**config.mk**
```make
export PLATFORM = sky130hd
export DESIGN_NAME = lgbl_lane
export DESIGN_NICKNAME = d
export VERILOG_FILES = /design/src/design/lgbl_pkg.sv /design/src/design/lgbl_lane.sv
export SDC_FILE = /design/constraint.sdc
export NUM_CORES = 2
export LEC_CHECK = 0
export ABC_AREA = 1
export BUFFER_PORTS_ARGS = -buffer_cell sky130_fd_sc_hd__buf_2
export CORE_ASPECT_RATIO = 0.9
export CORE_MARGIN = 8
export CORE_UTILIZATION = 55
export CTS_CLUSTER_SIZE = 10
export DETAILED_ROUTE_END_ITERATION = 7
export PLACE_DENSITY = 0.71
export REMOVE_ABC_BUFFERS = 1
export SLEW_MARGIN = 20
export SYNTH_ARGS = -nofsm -noshare
export SYNTH_HDL_FRONTEND = slang
export SYNTH_SLANG_ARGS = --single-unit
```
**constraint.sdc**
```tcl
create_clock -name clk_i -period 12.7 [get_ports clk_i]
set_input_delay 3.81 -clock clk_i [delete_from_list [all_inputs] [get_ports clk_i]]
set_output_delay 3.81 -clock clk_i [all_outputs]
set_load 0.02 [all_outputs]
```
**src/design/lgbl_pkg.sv**
```systemverilog
// Shared widths, codes and lane control types of the LED gamma/brightness limiter.
// No dependencies.
`timescale 1ns / 1ps

package lgbl_pkg;

  localparam int CH_W       = 8;   // one color channel / table entry
  localparam int BRIGHT_W   = 9;   // brightness register
  localparam int LEN_W      = 13;  // strip length register
  localparam int CFG_W      = 13;  // widest register
  localparam int CFG_IDX_W  = 2;
  localparam int PROD_W     = 21;  // n*b, n <= 8191, b <= 256
  localparam int DEN_W      = PROD_W + 1;  // 2*n*b
  localparam int NUM_W      = 23;  // 20480*v + n*b
  localparam int QUO_W      = 8;
  localparam int DIV_STEPS  = QUO_W;
  localparam int DIV_FIRST  = 3;   // first divider stage index
  localparam int NSTG       = DIV_FIRST + DIV_STEPS;
  localparam int DSH_W      = DEN_W + DIV_STEPS - 1;
  localparam int N_LANES    = 3;
  localparam int MUL_W      = CH_W + BRIGHT_W;
  localparam int NUM_SH_HI  = 14;  // 20480 = 2^14 + 2^12
  localparam int NUM_SH_LO  = 12;
  localparam int IN_DATA_W  = 40;
  localparam int OUT_DATA_W = 24;
  localparam int PIX_OFS    = 16;  // red starts here in s_axis_tdata

  localparam logic [BRIGHT_W-1:0] FULL_BRIGHT = 9'd256;
  localparam logic [PROD_W-1:0]   LIMIT_PROD  = 21'd10240;  // 2400*256/60
  localparam logic [MUL_W-1:0]    ROUND_HALF  = 17'd128;

  localparam logic [CFG_IDX_W-1:0] REG_BRIGHT = 2'd0;
  localparam logic [CFG_IDX_W-1:0] REG_SAFETY = 2'd1;
  localparam logic [CFG_IDX_W-1:0] REG_LEN    = 2'd2;

  localparam logic OP_WRITE = 1'b0;
  localparam logic OP_PIXEL = 1'b1;

  typedef struct packed {
    logic [NSTG-1:0]     ld;       // per-stage load enables
    logic                wr_en;    // gamma table write
    logic [CH_W-1:0]     wr_addr;
    logic [CH_W-1:0]     wr_data;
    logic [BRIGHT_W-1:0] bright;   // saturated brightness
    logic [PROD_W-1:0]   dprod;    // n*b
    logic [DEN_W-1:0]    den;      // 2*n*b
  } lane_ctrl_t;

  typedef struct packed {
    logic [CH_W-1:0]  dim;
    logic [QUO_W-1:0] quo;
  } lane_res_t;

endpackage

```
**src/design/lgbl_lane.sv**
```systemverilog
// One color lane: private gamma table copy, dimming multiply and an
// 8-step pipelined restoring divider for the current-limit scale. Uses lgbl_pkg.
`timescale 1ns / 1ps

module lgbl_lane (
  input  logic                      clk_i,
  input  lgbl_pkg::lane_ctrl_t      ctrl_i,
  input  logic [lgbl_pkg::CH_W-1:0] ch_i,
  output lgbl_pkg::lane_res_t       res_o
);

  localparam int NSTG  = lgbl_pkg::NSTG;
  localparam int DF    = lgbl_pkg::DIV_FIRST;
  localparam int STEPS = lgbl_pkg::DIV_STEPS;

  logic [lgbl_pkg::CH_W-1:0]  mem [256];
  logic [lgbl_pkg::CH_W-1:0]  gam_q;
  logic [lgbl_pkg::CH_W-1:0]  dim_q [1:NSTG-1];
  logic [lgbl_pkg::NUM_W-1:0] rem_q [DF-1:NSTG-1];
  logic [lgbl_pkg::QUO_W-1:0] quo_q [DF-1:NSTG-1];

  logic [lgbl_pkg::MUL_W-1:0]  prod;
  logic [lgbl_pkg::CH_W-1:0]   dim_d;
  logic [lgbl_pkg::NUM_W-1:0]  num_d;
  logic [lgbl_pkg::DSH_W-1:0]  dsh  [STEPS];
  logic                        ge   [STEPS];
  logic [lgbl_pkg::NUM_W-1:0]  rem_d [STEPS];
  logic [lgbl_pkg::QUO_W-1:0]  quo_d [STEPS];

  always_ff @(posedge clk_i) begin
    if (ctrl_i.wr_en) begin
      mem[ctrl_i.wr_addr] <= ctrl_i.wr_data;
    end
  end

  always_ff @(posedge clk_i) begin
    if (ctrl_i.ld[0]) begin
      gam_q <= mem[ch_i];
    end
  end

  // round half up of gamma*b/256
  always_comb begin
    prod  = lgbl_pkg::MUL_W'(gam_q) * lgbl_pkg::MUL_W'(ctrl_i.bright) + lgbl_pkg::ROUND_HALF;
    dim_d = prod[15:8];
  end

  // numerator 2*v*10240 + d as shift-add
  always_comb begin
    num_d = (lgbl_pkg::NUM_W'(dim_q[1]) << lgbl_pkg::NUM_SH_HI)
          + (lgbl_pkg::NUM_W'(dim_q[1]) << lgbl_pkg::NUM_SH_LO)
          + lgbl_pkg::NUM_W'(ctrl_i.dprod);
  end

  // one quotient bit per stage, MSB first
  always_comb begin
    for (int k = 0; k < STEPS; k++) begin
      dsh[k]   = lgbl_pkg::DSH_W'(ctrl_i.den) << (STEPS - 1 - k);
      ge[k]    = lgbl_pkg::DSH_W'(rem_q[DF+k-1]) >= dsh[k];
      rem_d[k] = ge[k] ? rem_q[DF+k-1] - dsh[k][lgbl_pkg::NUM_W-1:0] : rem_q[DF+k-1];
      quo_d[k] = {quo_q[DF+k-1][lgbl_pkg::QUO_W-2:0], ge[k]};
    end
  end

  always_ff @(posedge clk_i) begin
    if (ctrl_i.ld[1]) begin
      dim_q[1] <= dim_d;
    end
    if (ctrl_i.ld[DF-1]) begin
      rem_q[DF-1] <= num_d;
      quo_q[DF-1] <= '0;
    end
    for (int i = 2; i < NSTG; i++) begin
      if (ctrl_i.ld[i]) begin
        dim_q[i] <= dim_q[i-1];
      end
    end
    for (int k = 0; k < STEPS; k++) begin
      if (ctrl_i.ld[DF+k]) begin
        rem_q[DF+k] <= rem_d[k];
        quo_q[DF+k] <= quo_d[k];
      end
    end
  end

  assign res_o.dim = dim_q[NSTG-1];
  assign res_o.quo = quo_q[NSTG-1];

endmodule

```
==> results.txt <==
worst endpoint required time: 13.49 ns
WS Path Type: in2reg
Placement Cell Area: 0.1063 sq mm
hold_buf cts: 0
pre-CTS WS: 4.847 ns
top-level port count: 105
Worst Path Arrival: 8.09 ns
worst slew pin tran: 1.300 ns
TritonCTS Sinks: 2,356
commonest non-fill, non-tap cells in the layout: nand2_1 (2,621), edfxtp_1 (2,356), nand3_1 (2,113)
PD cells: 159.5 mW/mm^2
Post-CTS Setup Bufs: 0
number of global-route vias before repair: 68,780
dpl cells: 11,470
worst hold start: dim_q[0][34]
CP most frequent cell: nand3_1
Ys Warns: 0
Layout Nets: 9,588
initial antenna violation count: 12
setup TNS: 0 ns
Crit. End Element: flip-flop
first-pass GRT wire length: 418,500 um
layout cells sized above 1: 0.06061
detailed-route via count: 71,680
Core Area: 0.1884 sq mm
CTS buffer count: 288
clk_lat worst skew: 0.92 ns
CTS tree: built
clk slew on worst S/H paths: 0.06 ns
largest net degree at the start of global routing: 232
pins over their slew limit: 0
final WL: 277,400 um
die area: 0.2041 sq mm
Congestion Overflow GR: 0
routed vias/inst: 6.071
commonest non-fill, non-tap cell in the layout: nand2_1
final critical-path share of the clock period: 0.5746
post_cts resized: 0
flops & latches, synth: 2,356
slowest cell on the critical path: buf_4
final non-filler cell total: 11,810
crit path cell chain: buf_8 -> inv_16 -> buf_4 -> buf_12 -> nand2_1 -> nand3_1 -> nand3_1 -> nand3_1 -> nand3_1 -> nand3_1 -> nand3_1 -> nand2_1 -> nand2_1 -> nand2_1
Mapped Area: 0.1044 sq mm
Design Area, Final: 0.1139 sq mm
fin crit period: 7.298 ns
CTS Buffer Depth: 4
num rows: 151
# fillers: 14,510
area grow syn2layout: 9.101%
DRC violations left: 0
Gate Count Post-Synth: 9,291
min-delay worst type: reg2reg
CP Launch Type: primary input
crit path from: ch_i[0]
first drt pass iteration count: 8
f_max: 137.0 MHz
final hold vios: 0
starting density of the core: 0.5544
Root Driver: clkbuf_16
LEAKAGE: 41.74 nW
maxcap violations: 0
sequential area share after synthesis: 0.6775
EDFF count, synth: 2,356
Primary FF master, synth: edfxtp_1
Die W: 475.3 um
clock skew: 0.04925 ns
asr flop ratio synth: 0
Routed Antenna Nets: 0
hpwl dp: 163,500 um
wire per inst: 23.49 um
max incr delay on CP: 0.86 ns
GRT Total Usage: 0.2652
worst r2r src: gam_q[5]
Die H: 429.4 um
PortBufs: 104
Yosys cell types: 51
CTS H-tree depth: 5
Slew HR: 0.1335
VDD IR-drop max: 0.1525 mV
CP max FO: 231
Syn Area/Cell: 11.24 sq um
final setup margin: 5.402 ns
DR iter-0 viols: 9,471
Final Setup Violations: 0
RSZ-0062 raised after global routing: no
GP Congestion: 0.9216
status: complete, no violations
## cell families after synthesis
kind of cell	after synthesis	share of synthesized area
buffers and inverters	849	0.03705
adder cells (fa/ha/maj)	258	0.03480
AO/OA/AOI/OAI	416	0.02263
XOR/XNOR	102	0.008555
AND/OR/NAND/NOR	5310	0.2195
flip-flops	2356	0.6775
## state kept, by name, indices dropped and copies added (netlist names)
signal,count
mem,2048
dim_q,80
quo_q,36
gam_q,8
rem_q,184
## layout make-up
class	count	area [sq um]	area share
Timing Repair Buffer	188	1383	0.01214
Multi-Input combinational cell	6086	29850	0.2620
Tap cell	2524	3158	0.02772
Inverter	321	1241	0.01089
Clock inverter	18	131.4	0.001153
Sequential cell	2356	70750	0.6210
Antenna cell	11	27.53	0.0002416
Clock buffer	303	7391	0.06487
## critical path: cells and delay by family
kind          cells  cell delay, ns
buf+inv           4            1.94
simple gates     10            1.38
## final timing paths
check,end,slack (ns),cells after the start
hold / removal,dim_q[0][42],0.41,0
setup reg to reg,dim_q[0][14],7.91,16
hold reg to reg,dim_q[0][42],0.41,0
setup / recovery,gam_q[7],5.40,14
## per-stage QoR
stage	total power, mW	util	hold WS (ns)
6_report	18.17	0.6048	0.4088
4_1_cts	18.20	0.6044	0.4159
3_5_place_dp	11.33	0.5645	0.4045
2_1_floorplan	10.53	-	0.4003
3_3_place_gp	11.28	0.5643	0.4007
5_1_grt	18.78	0.6047	0.4216
## report_power, final
group | internal (mW) | switching [mW] | leakage [nW]
clock network | 4.08 | 2.87 | 3.70
logic | 0.749 | 1.56 | 16.6
registers | 8.81 | 0.107 | 21.4
## synth_stat cells, drive strengths merged, types with 2 or more instances
| master | number | area, sq um |
|---|---|---|
| xnor2 | 54 | 473.0 |
| nand3b | 10 | 75.07 |
| nand2 | 2625 | 9868 |
| o21a | 2 | 15.01 |
| a211oi | 8 | 60.06 |
| inv | 320 | 1206 |
| a21o | 21 | 157.7 |
| o21ai | 136 | 748.2 |
| o21bai | 15 | 112.6 |
| a221oi | 2 | 17.52 |
| xor2 | 48 | 420.4 |
| nand4 | 42 | 262.8 |
| and3 | 2 | 12.51 |
| nor3 | 32 | 170.2 |
| ha | 204 | 2552 |
| nor4 | 20 | 137.6 |
| nand3 | 2122 | 10650 |
| edfxtp | 2356 | 70750 |
| a31oi | 7 | 43.79 |
| clkbuf | 117 | 439.2 |
| a21boi | 6 | 45.05 |
| o211ai | 2 | 15.01 |
| nor2 | 450 | 1699 |
| fa | 54 | 1081 |
| a21oi | 213 | 1111 |
| buf | 411 | 2220 |
| or2 | 5 | 31.28 |
## layer usage
metal,global-route usage,vias up,share of wire
met1,0.3829,34490,0.41
met3,0.05826,675,0.11
li1,-,32530,-
met2,0.3943,3979,0.44
met4,0.1054,2,0.040
met5,0,-,0.000047
(Power assumes the default switching activity.)
