===== src/design/lgbl_pkg.sv =====
// Shared widths, codes and lane control types of the LED gamma/brightness limiter.
// No dependencies.
`timescale 1ns / 1ps

package lgbl_pkg;

  localparam int CH_W       = 8;   // one color channel / table entry
  localparam int BRIGHT_W   = 9;   // brightness register
  localparam int LEN_W      = 13;  // strip length register
  localparam int CFG_W      = 13;  // widest register
  localparam int CFG_IDX_W  = 2;
  localparam int PROD_W     = 21;  // n*b, n <= 8191, b <= 256
  localparam int DEN_W      = PROD_W + 1;  // 2*n*b
  localparam int NUM_W      = 23;  // 20480*v + n*b
  localparam int QUO_W      = 8;
  localparam int DIV_STEPS  = QUO_W;
  localparam int DIV_FIRST  = 3;   // first divider stage index
  localparam int NSTG       = DIV_FIRST + DIV_STEPS;
  localparam int DSH_W      = DEN_W + DIV_STEPS - 1;
  localparam int N_LANES    = 3;
  localparam int MUL_W      = CH_W + BRIGHT_W;
  localparam int NUM_SH_HI  = 14;  // 20480 = 2^14 + 2^12
  localparam int NUM_SH_LO  = 12;
  localparam int IN_DATA_W  = 40;
  localparam int OUT_DATA_W = 24;
  localparam int PIX_OFS    = 16;  // red starts here in s_axis_tdata

  localparam logic [BRIGHT_W-1:0] FULL_BRIGHT = 9'd256;
  localparam logic [PROD_W-1:0]   LIMIT_PROD  = 21'd10240;  // 2400*256/60
  localparam logic [MUL_W-1:0]    ROUND_HALF  = 17'd128;

  localparam logic [CFG_IDX_W-1:0] REG_BRIGHT = 2'd0;
  localparam logic [CFG_IDX_W-1:0] REG_SAFETY = 2'd1;
  localparam logic [CFG_IDX_W-1:0] REG_LEN    = 2'd2;

  localparam logic OP_WRITE = 1'b0;
  localparam logic OP_PIXEL = 1'b1;

  typedef struct packed {
    logic [NSTG-1:0]     ld;       // per-stage load enables
    logic                wr_en;    // gamma table write
    logic [CH_W-1:0]     wr_addr;
    logic [CH_W-1:0]     wr_data;
    logic [BRIGHT_W-1:0] bright;   // saturated brightness
    logic [PROD_W-1:0]   dprod;    // n*b
    logic [DEN_W-1:0]    den;      // 2*n*b
  } lane_ctrl_t;

  typedef struct packed {
    logic [CH_W-1:0]  dim;
    logic [QUO_W-1:0] quo;
  } lane_res_t;

endpackage


===== src/design/lgbl_merge.sv =====
// Output stage: picks dimmed or limited value per lane and holds the result
// item for the master side. Uses lgbl_pkg.
`timescale 1ns / 1ps

module lgbl_merge (
  input  logic                                             clk_i,
  input  logic                                             rst_ni,
  input  logic                                             valid_i,
  input  lgbl_pkg::lane_res_t [lgbl_pkg::N_LANES-1:0]      res_i,
  input  logic                                             limit_i,
  output logic                                             ready_o,
  output logic                                             m_axis_tvalid,
  input  logic                                             m_axis_tready,
  output logic [lgbl_pkg::OUT_DATA_W-1:0]                  m_axis_tdata,
  output logic                                             m_axis_tuser
);

  logic                               valid_q;
  logic [lgbl_pkg::OUT_DATA_W-1:0]    data_q, data_d;
  logic                               flag_q;

  assign ready_o = !valid_q || m_axis_tready;

  // quotient never exceeds 255 while limiting, so no clamp is needed
  always_comb begin
    for (int l = 0; l < lgbl_pkg::N_LANES; l++) begin
      data_d[l*lgbl_pkg::CH_W +: lgbl_pkg::CH_W] = limit_i ? res_i[l].quo : res_i[l].dim;
    end
  end

  always_ff @(posedge clk_i or negedge rst_ni) begin
    if (!rst_ni) begin
      valid_q <= 1'b0;
    end else if (ready_o) begin
      valid_q <= valid_i;
    end
  end

  always_ff @(posedge clk_i) begin
    if (ready_o && valid_i) begin
      data_q <= data_d;
      flag_q <= limit_i;
    end
  end

  assign m_axis_tvalid = valid_q;
  assign m_axis_tdata  = data_q;
  assign m_axis_tuser  = flag_q;

endmodule


===== config.mk =====
export PLATFORM = sky130hd
export DESIGN_NAME = lgbl_merge
export DESIGN_NICKNAME = d
export VERILOG_FILES = /design/src/design/lgbl_pkg.sv /design/src/design/lgbl_merge.sv
export SDC_FILE = /design/constraint.sdc
export NUM_CORES = 1
export LEC_CHECK = 0
export BUFFER_PORTS_ARGS = -buffer_cell sky130_fd_sc_hd__clkbuf_2
export CELL_PAD_IN_SITES_DETAIL_PLACEMENT = 1
export CELL_PAD_IN_SITES_GLOBAL_PLACEMENT = 1
export CORE_MARGIN = 1.5
export CORE_UTILIZATION = 33
export CTS_BUF_LIST = sky130_fd_sc_hd__clkbuf_8
export DETAILED_ROUTE_END_ITERATION = 10
export GPL_TIMING_DRIVEN = 0
export PLACE_DENSITY_LB_ADDON = 0.12
export SYNTH_ARGS = -nofsm -noshare
export SYNTH_HDL_FRONTEND = slang
export SYNTH_SLANG_ARGS = --single-unit

===== constraint.sdc =====
create_clock -name clk_i -period 1.9 [get_ports clk_i]
set_clock_uncertainty 0.1 [all_clocks]
set_input_delay 0.19 -clock clk_i [delete_from_list [all_inputs] [get_ports clk_i]]
set_output_delay 0.19 -clock clk_i [all_outputs]
set_load 0.005 [all_outputs]

==> results.toml, run 1 <==
[setup_path]
crit_buf_inv = 0
required_ns = 1.70
crit_chain = "nand2b_1, and2_2"
cp-end-kind = "flip-flop"
reg2regPathDepth = 2
rr_startpoint = "m_axis_tvalid"
rrSetupSlack_ns = 0.40
worstSetupStartpointType = "flip-flop"
crit_type = "flip-flop to flip-flop"
cp.arrival_ns = 1.30
cpMaxStageDelayCell = "and2_2"
max_stage_delay_ns = 0.53
regToRegEndpoint = "m_axis_tdata[4]"
crit_path_max_fanout = 25
critPathTopFamily = "simple AND/OR/NAND/NOR gates"

[synthesis]
synth_area_leaders = "edfxtp_1, mux2_4, mux2_2"
seq_area_frac_synth_pct = 65.1
synth_top_area_share_pct = 63.0
synthCells = 56
synth-seq-cells = 26
post-synth-top-area-cell = "edfxtp_1"
synth_top_family_by_area = "multiplexers"
yosysUniqueCellTypes = 8
synthXorXnorAreaFrac_pct = 0
ys_warn_count = 0
synth-compound-area-share_pct = 0
synth_area_sq_um = 1190
synth_mux_area_share_pct = 29.0
syn-num-nets = 109
synth_fa_ha_area_share_pct = 0
syn_area_per_cell_sq_um = 21.3
synth-simple-area-share_pct = 1.58

[sta]
rsz0062_at_grt = "no"
tightestPinTransition_ns = 0.579
max-slew-margin-rel_pct = 61.4
setup_tns_ns = 0
fmax_ghz = 0.669
post-route-min-period_ns = 1.50
setup_viol = 0
hold_viol_final = 0
min_period_over_period_pct = 78.7
final_max_slew_viol_count = 0
setup_slack_ns = 0.404

[drt]
vias_per_cell = 4.30
wl_microns = 2460
routedWlPerCell_microns = 13.2
dr_total_vias = 799
first_pass_iters = 2
drt_iter0_drc = 8
drc = 0
ant_nets = 0

[floorplanning]
dieArea_sq_um = 3980
die_y_microns = 63.1
std_cell_rows = 21
io_pins = 80
core-area_sq_um = 3390
fp.dieW_microns = 63.1
initial_utilization_pct = 35.1

[cts]
cts_root_buffer = "clkbuf_8"
cts.path.max_buffers = 2
clk_pin_slew_ns = 0.08
post-cts-setup-buffers = 0
cts_tree = "built"
ctsHtreeMaxLevel = 1
insertion_delay_ns = 0.26
numCtsBuffers = 3
clkSinkCount = 26

[global_routing]
grt.overflow.total = 0
grt_pass1_vias = 830
antenna_found_initial = 0
grt_max_degree = 26
grt_pass1_wl_microns = 3740
grt_usage_pct = 12.2

[place]
io_buffer_count = 79
dp_slack_ns = 0.0159
gp_congestion = 0.664

[run]
max-cap-violations = 0

[finish]
layout-drive-gt1-share_pct = 78.6
mostFrequentLayoutCell = "clkbuf_2"
fill_cells = 373
num_antenna_cells = 0
layout.nets = 194
layout_common_cells = "clkbuf_2, edfxtp_1, mux2_4"
syn2layout_area_growth_pct = 42.8

[power_and_ir_drop]
vdd_drop_max_uv = 327
leakage_uw = 0.000821
powerDensity_nw_per_um2 = 704

[run_status]
status = "complete, no violations"

[min_path]
worstHoldPathType = "input port to flip-flop"
worstHoldStart = "valid_i"
hold_path_depth = 2
hold_end = "m_axis_tvalid"
## cell type report
| type | instances | area, sq um | share of cell area (%) |
|---|---|---|---|
| plain buffers | 3 | 51.3 | 3.02 |
| clock buffers | 3 | 41.3 | 2.43 |
| clock inverters | 1 | 3.75 | 0.221 |
| multi-input cells | 27 | 365 | 21.5 |
| flip-flops and latches | 26 | 776 | 45.6 |
| well taps | 46 | 57.6 | 3.38 |
| repair buffers | 80 | 405 | 23.8 |
## worst reg2reg max path: stages (launching register included)
cell,delay (ns)
dfrtp_1,0.39
nand2b_1,0.11
and2_2,0.53
## through the flow
| stage | hold slack [ns] | util [%] | cells | instance area [sq um] | power [uW] |
|---|---|---|---|---|---|
| global placement | -0.134 | 48.5 | 181 | 1640 | 892 |
| global route | 0.0243 | 50.2 | 186 | 1700 | 1260 |
| detailed placement | -0.134 | 48.5 | 181 | 1640 | 901 |
| finish | 0.0316 | 50.2 | 186 | 1700 | 1200 |
| CTS | 0.0230 | 50.1 | 186 | 1700 | 1220 |
| floorplan | -0.206 | - | 56 | 1190 | 798 |
## sequential cells by signal, summed over array words and instances, names as in the netlist
| name | cells |
|---|---|
| m_axis_tuser | 1 |
| m_axis_tdata | 24 |
| m_axis_tvalid | 1 |
## how the worst max path moves through the flow
stage	startpoint	to	slack, ns	cells after the start
after global placement	m_axis_tvalid	m_axis_tdata[17]	0.03	2
after detailed placement	m_axis_tvalid	m_axis_tdata[16]	0.02	2
after floorplan	m_axis_tvalid	m_axis_tdata[0]	0.26	2
after global routing	m_axis_tvalid	m_axis_tdata[5]	0.28	2
after CTS	m_axis_tvalid	m_axis_tdata[3]	0.003	2
final	m_axis_tvalid	m_axis_tdata[4]	0.40	2
## cells in the mapped netlist
master and instances:
dfrtp_1 1, buf_6 1, and2_1 1, nand2b_1 2, mux2_2 4, edfxtp_1 25, buf_12 2, mux2_4 20
## repair_timing
item,CTS,global route
setup endpoints to repair,0,25
hold buffers,1,0
resized for setup,0,1
hold endpoints to repair,1,0
## where the power goes
part | total (uW) | internal (uW) | leakage (uW) | switching, uW
clock | 312 | 144 | 0.0000269 | 167
combinational | 201 | 128 | 0.000545 | 72.4
sequential | 685 | 675 | 0.000249 | 10.0
total | 1200 | 948 | 0.000821 | 250
## kinds of logic after synthesis
| family | count (synthesis) |
|---|---|
| DFF | 26 |
| muxes | 24 |
| and+or+nand+nor | 3 |
| buffers and inverters | 3 |
## per-layer routing
layer / vias up / GRT usage [%] / share of wire [%]
met5: - / 0 / 0
met4: 0 / 3.33 / 0
met3: 0 / 2.86 / 6.8
met2: 44 / 23.1 / 55
met1: 373 / 13.5 / 39
li1: 382 / - / -
No activity file was read; power rests on OpenSTA's default activity.
==> run 2, diff against run 1 <==
- ABC_AREA: default -> 1
- CORE_UTILIZATION: 33 -> 30
- clock period: 1.9 -> 1.45 ns (I/O delays scaled with it)
==> results.toml, run 2 <==
[sta]
post-route-min-period_ns = 1.35
max-slew-margin-rel_pct = 69.6
fmax_ghz = 0.741
min_period_over_period_pct = 93.0
hold_viol_final = 0
setup_viol = 0
rsz0062_at_grt = "no"
timing.hold.ws_ns = 0.00340
final_max_slew_viol_count = 0
tightestPinTransition_ns = 0.454

[cts]
ctsHtreeMaxLevel = 1
post-cts-setup-buffers = 0
cts.path.max_buffers = 2
cts_root_buffer = "clkbuf_8"
insertion_delay_ns = 0.27
numCtsBuffers = 3
clk_pin_slew_ns = 0.09
clkSinkCount = 26
cts_tree = "built"

[synthesis]
synthCells = 108
synthXorXnorAreaFrac_pct = 0
syn_area_per_cell_sq_um = 10.8
synth_fa_ha_area_share_pct = 0
synth-simple-area-share_pct = 8.41
synth-compound-area-share_pct = 12.1
post-synth-top-area-cell = "edfxtp_1"
synth-edff-count = 25
yosysUniqueCellTypes = 11
seq_area_frac_synth_pct = 66.8
ys.flop_type = "edfxtp_1"
ys_top_cells_by_count = "inv_1, nand2_1, edfxtp_1"
synth_top_area_share_pct = 64.7
ys_warn_count = 0
synth_area_leaders = "edfxtp_1, o21ai_0, inv_1"
synth_area_sq_um = 1160
async_reset_ff_share_pct = 3.85
synth_mux_area_share_pct = 0
syn-num-nets = 161
synth-seq-cells = 26
synth_top_family_by_area = "buffers and inverters"

[floorplanning]
die_y_microns = 65.2
io_pins = 80
core-area_sq_um = 3690
initial_utilization_pct = 31.5
std_cell_rows = 22
fp.dieW_microns = 65.2
dieArea_sq_um = 4250

[setup_path]
reg2regPathDepth = 1
crit_buf_inv = 0
crit_path_max_fanout = 13
max_stage_delay_ns = 0.48
critPathTopFamily = "flip-flops"
worst-path-stages = 1
crit_type = "flip-flop to flip-flop"
worstSetupStartpointType = "flip-flop"
required_ns = 1.28
crit_chain = "a21oi_4"
cp.arrival_ns = 1.18
cpMaxStageDelayCell = "dfrtp_1"
cp-end-kind = "flip-flop"

[global_routing]
grt_pass1_wl_microns = 4470
antenna_found_initial = 0
grt_max_degree = 16
grt_usage_pct = 13.8
grt.overflow.total = 0
grt_pass1_vias = 1031

[place]
gp_congestion = 0.647
io_buffer_count = 79
hpwlAfterDp_microns = 2180

[drt]
drt_iter0_drc = 26
vias_per_cell = 4.30
first_pass_iters = 4
routedWlPerCell_microns = 11.8
ant_nets = 0
wl_microns = 2840
drc = 0
dr_total_vias = 1036

[power_and_ir_drop]
netSwitchingFraction_pct = 21.2
p_int_uw = 1380
vdd_drop_max_uv = 363
power_uw = 1750
pwr-share-seq_pct = 51.5
leakage_uw = 0.000886
power.switching_uw = 370
powerDensity_nw_per_um2 = 1010
p_clk_share_pct = 34.7
p_comb_share_pct = 13.8

[finish]
layout-drive-gt1-share_pct = 48.2
num_antenna_cells = 0
layout_common_cells = "clkbuf_2, inv_1, nand2_1"
syn2layout_area_growth_pct = 48.6
largest_reg_flops = 24
layout.nets = 247
mostFrequentLayoutCell = "clkbuf_2"

[run_status]
status = "complete, no violations"

[min_path]
worstHoldPathType = "input port to flip-flop"
hold_path_depth = 1

[run]
max-cap-violations = 0
==> run 2: cell count changes after synthesis, moves of 2 or more <==
cell / before / now
o21ai_0: 0 / 20
o21ai_2: 0 / 4
buf_8: 0 / 2
nand2_1: 0 / 26
nand2b_1: 2 / 0
inv_1: 0 / 26
mux2_4: 20 / 0
mux2_2: 4 / 0
buf_12: 2 / 0
==> run 2: final timing paths <==
check,start,to,slack [ns]
hold / removal,limit_i,m_axis_tuser,0.003
max in group asynchronous,rst_ni,m_axis_tvalid,1.09
setup / recovery,m_axis_tvalid,m_axis_tdata[20],0.10
setup reg to reg,m_axis_tvalid,m_axis_tdata[20],0.10
min in group asynchronous,rst_ni,m_axis_tvalid,0.08
hold reg to reg,m_axis_tvalid,m_axis_tvalid,0.57
==> run 2: metal layers <==
| layer | routed length, microns | global-route usage [%] | part of all wire [%] |
|---|---|---|---|
| met2 | 1600 | 27.2 | 56 |
| met4 | 14 | 3.91 | 0.49 |
| met1 | 1000 | 14.5 | 35 |
| met3 | 216 | 2.91 | 7.6 |
| met5 | 0 | 0 | 0 |
==> run 2: what timing repair did <==
item,4_1_cts,5_1_grt
hold buffers,1,0
resized for setup,1,0
setup endpoints to repair,25,0
hold endpoints to repair,1,0
==> run 2: logic make-up after synthesis <==
family / Yosys count
AOI/OAI and AO/OA: 25
buffers and inverters: 31
DFF: 26
and+or+nand+nor: 26
==> run 2: final cells by class <==
| class | count | area, sq um |
|---|---|---|
| repair buffers | 80 | 405 |
| clock inverters | 1 | 30.0 |
| flip-flops and latches | 26 | 776 |
| fillers | 454 | 1960 |
| inverters | 26 | 97.6 |
| multi-input cells | 52 | 265 |
| plain buffers | 5 | 50.0 |
| well taps | 48 | 60.1 |
| clock buffers | 3 | 41.3 |
==> run 2: metrics by stage <==
stage               setup TNS, ns  instance area (sq um)  worst slack [ns]  std cells  utilization, %
floorplan                       0                   1170            0.0474        108               -
global placement            -3.32                   1630            -0.134        235            44.1
detailed placement          -3.81                   1630            -0.154        235            44.1
CTS                             0                   1730            0.0742        241            46.8
global route                    0                   1730            0.0389        241            46.8
finish                          0                   1730             0.101        241            46.8
==> run 2: power groups by stage <==
stage / Combinational (uW) / Clock, uW / Sequential, uW
floorplan: 91.4 / 0 / 922
global placement: 228 / 0 / 914
global route: 274 / 655 / 904
detailed placement: 240 / 0 / 916
CTS: 248 / 619 / 900
finish: 240 / 607 / 899
==> run 3, diff against run 2 <==
- CORE_ASPECT_RATIO: default -> 0.8
==> results.toml, run 3 (synthesis gave the netlist of run 2 again) <==
[run_status]
status = "complete, no violations"

[setup_path]
crit_path_max_fanout = 13
cp.arrival_ns = 1.20
cp-end-kind = "flip-flop"
cpMaxStageDelayCell = "dfrtp_1"
worstSetupStartpointType = "flip-flop"
reg2regPathDepth = 1
crit_buf_inv = 0
rr_startpoint = "m_axis_tvalid"
critPathTopFamily = "flip-flops"
crit_type = "flip-flop to flip-flop"
regToRegEndpoint = "m_axis_tdata[0]"
rrSetupSlack_ns = 0.07
max_stage_delay_ns = 0.48
crit_chain = "a21oi_4"
required_ns = 1.27

[run]
max-cap-violations = 0

[power_and_ir_drop]
vdd_drop_max_uv = 508
leakage_uw = 0.000893
powerDensity_nw_per_um2 = 1010
power_uw = 1750

[global_routing]
antenna_found_initial = 0
grt_usage_pct = 15.1
grt_max_degree = 16
grt.overflow.total = 0
grt_pass1_vias = 1071
grt_pass1_wl_microns = 4710

[cts]
cts_tree = "built"
clkSinkCount = 26
ctsHtreeMaxLevel = 1
cts.path.max_buffers = 2
insertion_delay_ns = 0.27
cts_root_buffer = "clkbuf_8"
numCtsBuffers = 3
clk_pin_slew_ns = 0.09

[place]
dp_slack_ns = -0.136
gp_congestion = 0.688
io_buffer_count = 79
hpwlAfterDp_microns = 2250
place_area_sq_um = 1620

[drt]
drc = 0
vias_per_cell = 4.34
drt_iter0_drc = 11
routedWlPerCell_microns = 12.7
ant_nets = 0
dr_total_vias = 1032
first_pass_iters = 4
wl_microns = 3010

[finish]
layout.nets = 248
syn2layout_area_growth_pct = 49.1
num_antenna_cells = 0
layout-drive-gt1-share_pct = 48.5
stdcell_area_sq_um = 1730
fill_cells = 480
mostFrequentLayoutCell = "clkbuf_2"
layout_common_cells = "clkbuf_2, inv_1, nand2_1"
largest_reg_flops = 24

[min_path]
worstHoldPathType = "input port to flip-flop"
hold_end = "m_axis_tdata[6]"
worstHoldStart = "res_i[6]"
hold_path_depth = 3

[sta]
rsz0062_at_grt = "no"
final_max_slew_viol_count = 0
tightestPinTransition_ns = 0.471
hold_viol_final = 0
fmax_ghz = 0.725
setup_slack_ns = 0.0703
min_period_over_period_pct = 95.1
post-route-min-period_ns = 1.38
max-slew-margin-rel_pct = 68.5
setup_viol = 0

[floorplanning]
dieArea_sq_um = 4250
std_cell_rows = 20
core-area_sq_um = 3750
initial_utilization_pct = 30.9
fp.dieW_microns = 72.6
io_pins = 80
die_y_microns = 58.6
-- run 3: timing repair --
| action | in CTS | in global routing |
|---|---|---|
| hold buffers | 2 | 0 |
| buffers inserted | 0 | 0 |
| pin swaps | 1 | 0 |
| endpoints found under the setup margin | 25 | 10 |
| hold endpoints to repair | 2 | 0 |
| gates cloned | 1 | 0 |
| resized for setup | 1 | 2 |
-- run 3: worst max-delay path by stage --
stage | start | endpoint | cells past startpoint
detailed placement | m_axis_tvalid | m_axis_tdata[8] | 1
global placement | m_axis_tvalid | m_axis_tdata[8] | 1
floorplan | m_axis_tvalid | m_axis_tdata[0] | 1
finish | m_axis_tvalid | m_axis_tdata[0] | 1
CTS | limit_i | m_axis_tdata[11] | 4
global route | m_axis_tvalid | m_axis_tdata[0] | 1
-- run 3: where the power goes --
group / total (uW) / leakage, uW / switching (uW) / internal (uW)
Sequential: 901 / 0.000251 / 16.5 / 885
Combinational: 245 / 0.000606 / 121 / 124
Clock: 601 / 0.0000357 / 231 / 370
Total: 1750 / 0.000893 / 369 / 1380
-- run 3: layout make-up --
type / count / area (sq um) / area share [%]
timing repair buffer: 81 / 415 / 24.0
inverter: 26 / 97.6 / 5.64
sequential: 26 / 776 / 44.8
buffer: 5 / 51.3 / 2.96
multi-input combinational: 52 / 265 / 15.3
tap: 44 / 55.1 / 3.18
clock buffer: 3 / 41.3 / 2.38
clock inverter: 1 / 30.0 / 1.73
-- run 3: per-layer routing --
layer,part of all wire [%],global-route usage [%],vias to the layer above
met5,0,0,-
met4,1.4,4.85,0
met3,7.6,5.65,5
met2,52,27.4,41
met1,39,16.5,467
li1,-,-,519
-- run 3: stage by stage --
stage          hold WS, ns  std cells  util, %  setup TNS, ns
5_1_grt             0.0473        238     46.1              0
3_3_place_gp        -0.179        231     43.2          -3.37
3_5_place_dp        -0.177        231     43.2          -3.37
4_1_cts             0.0412        238     46.1              0
6_report            0.0456        238     46.1              0
2_1_floorplan       -0.251        108        -              0
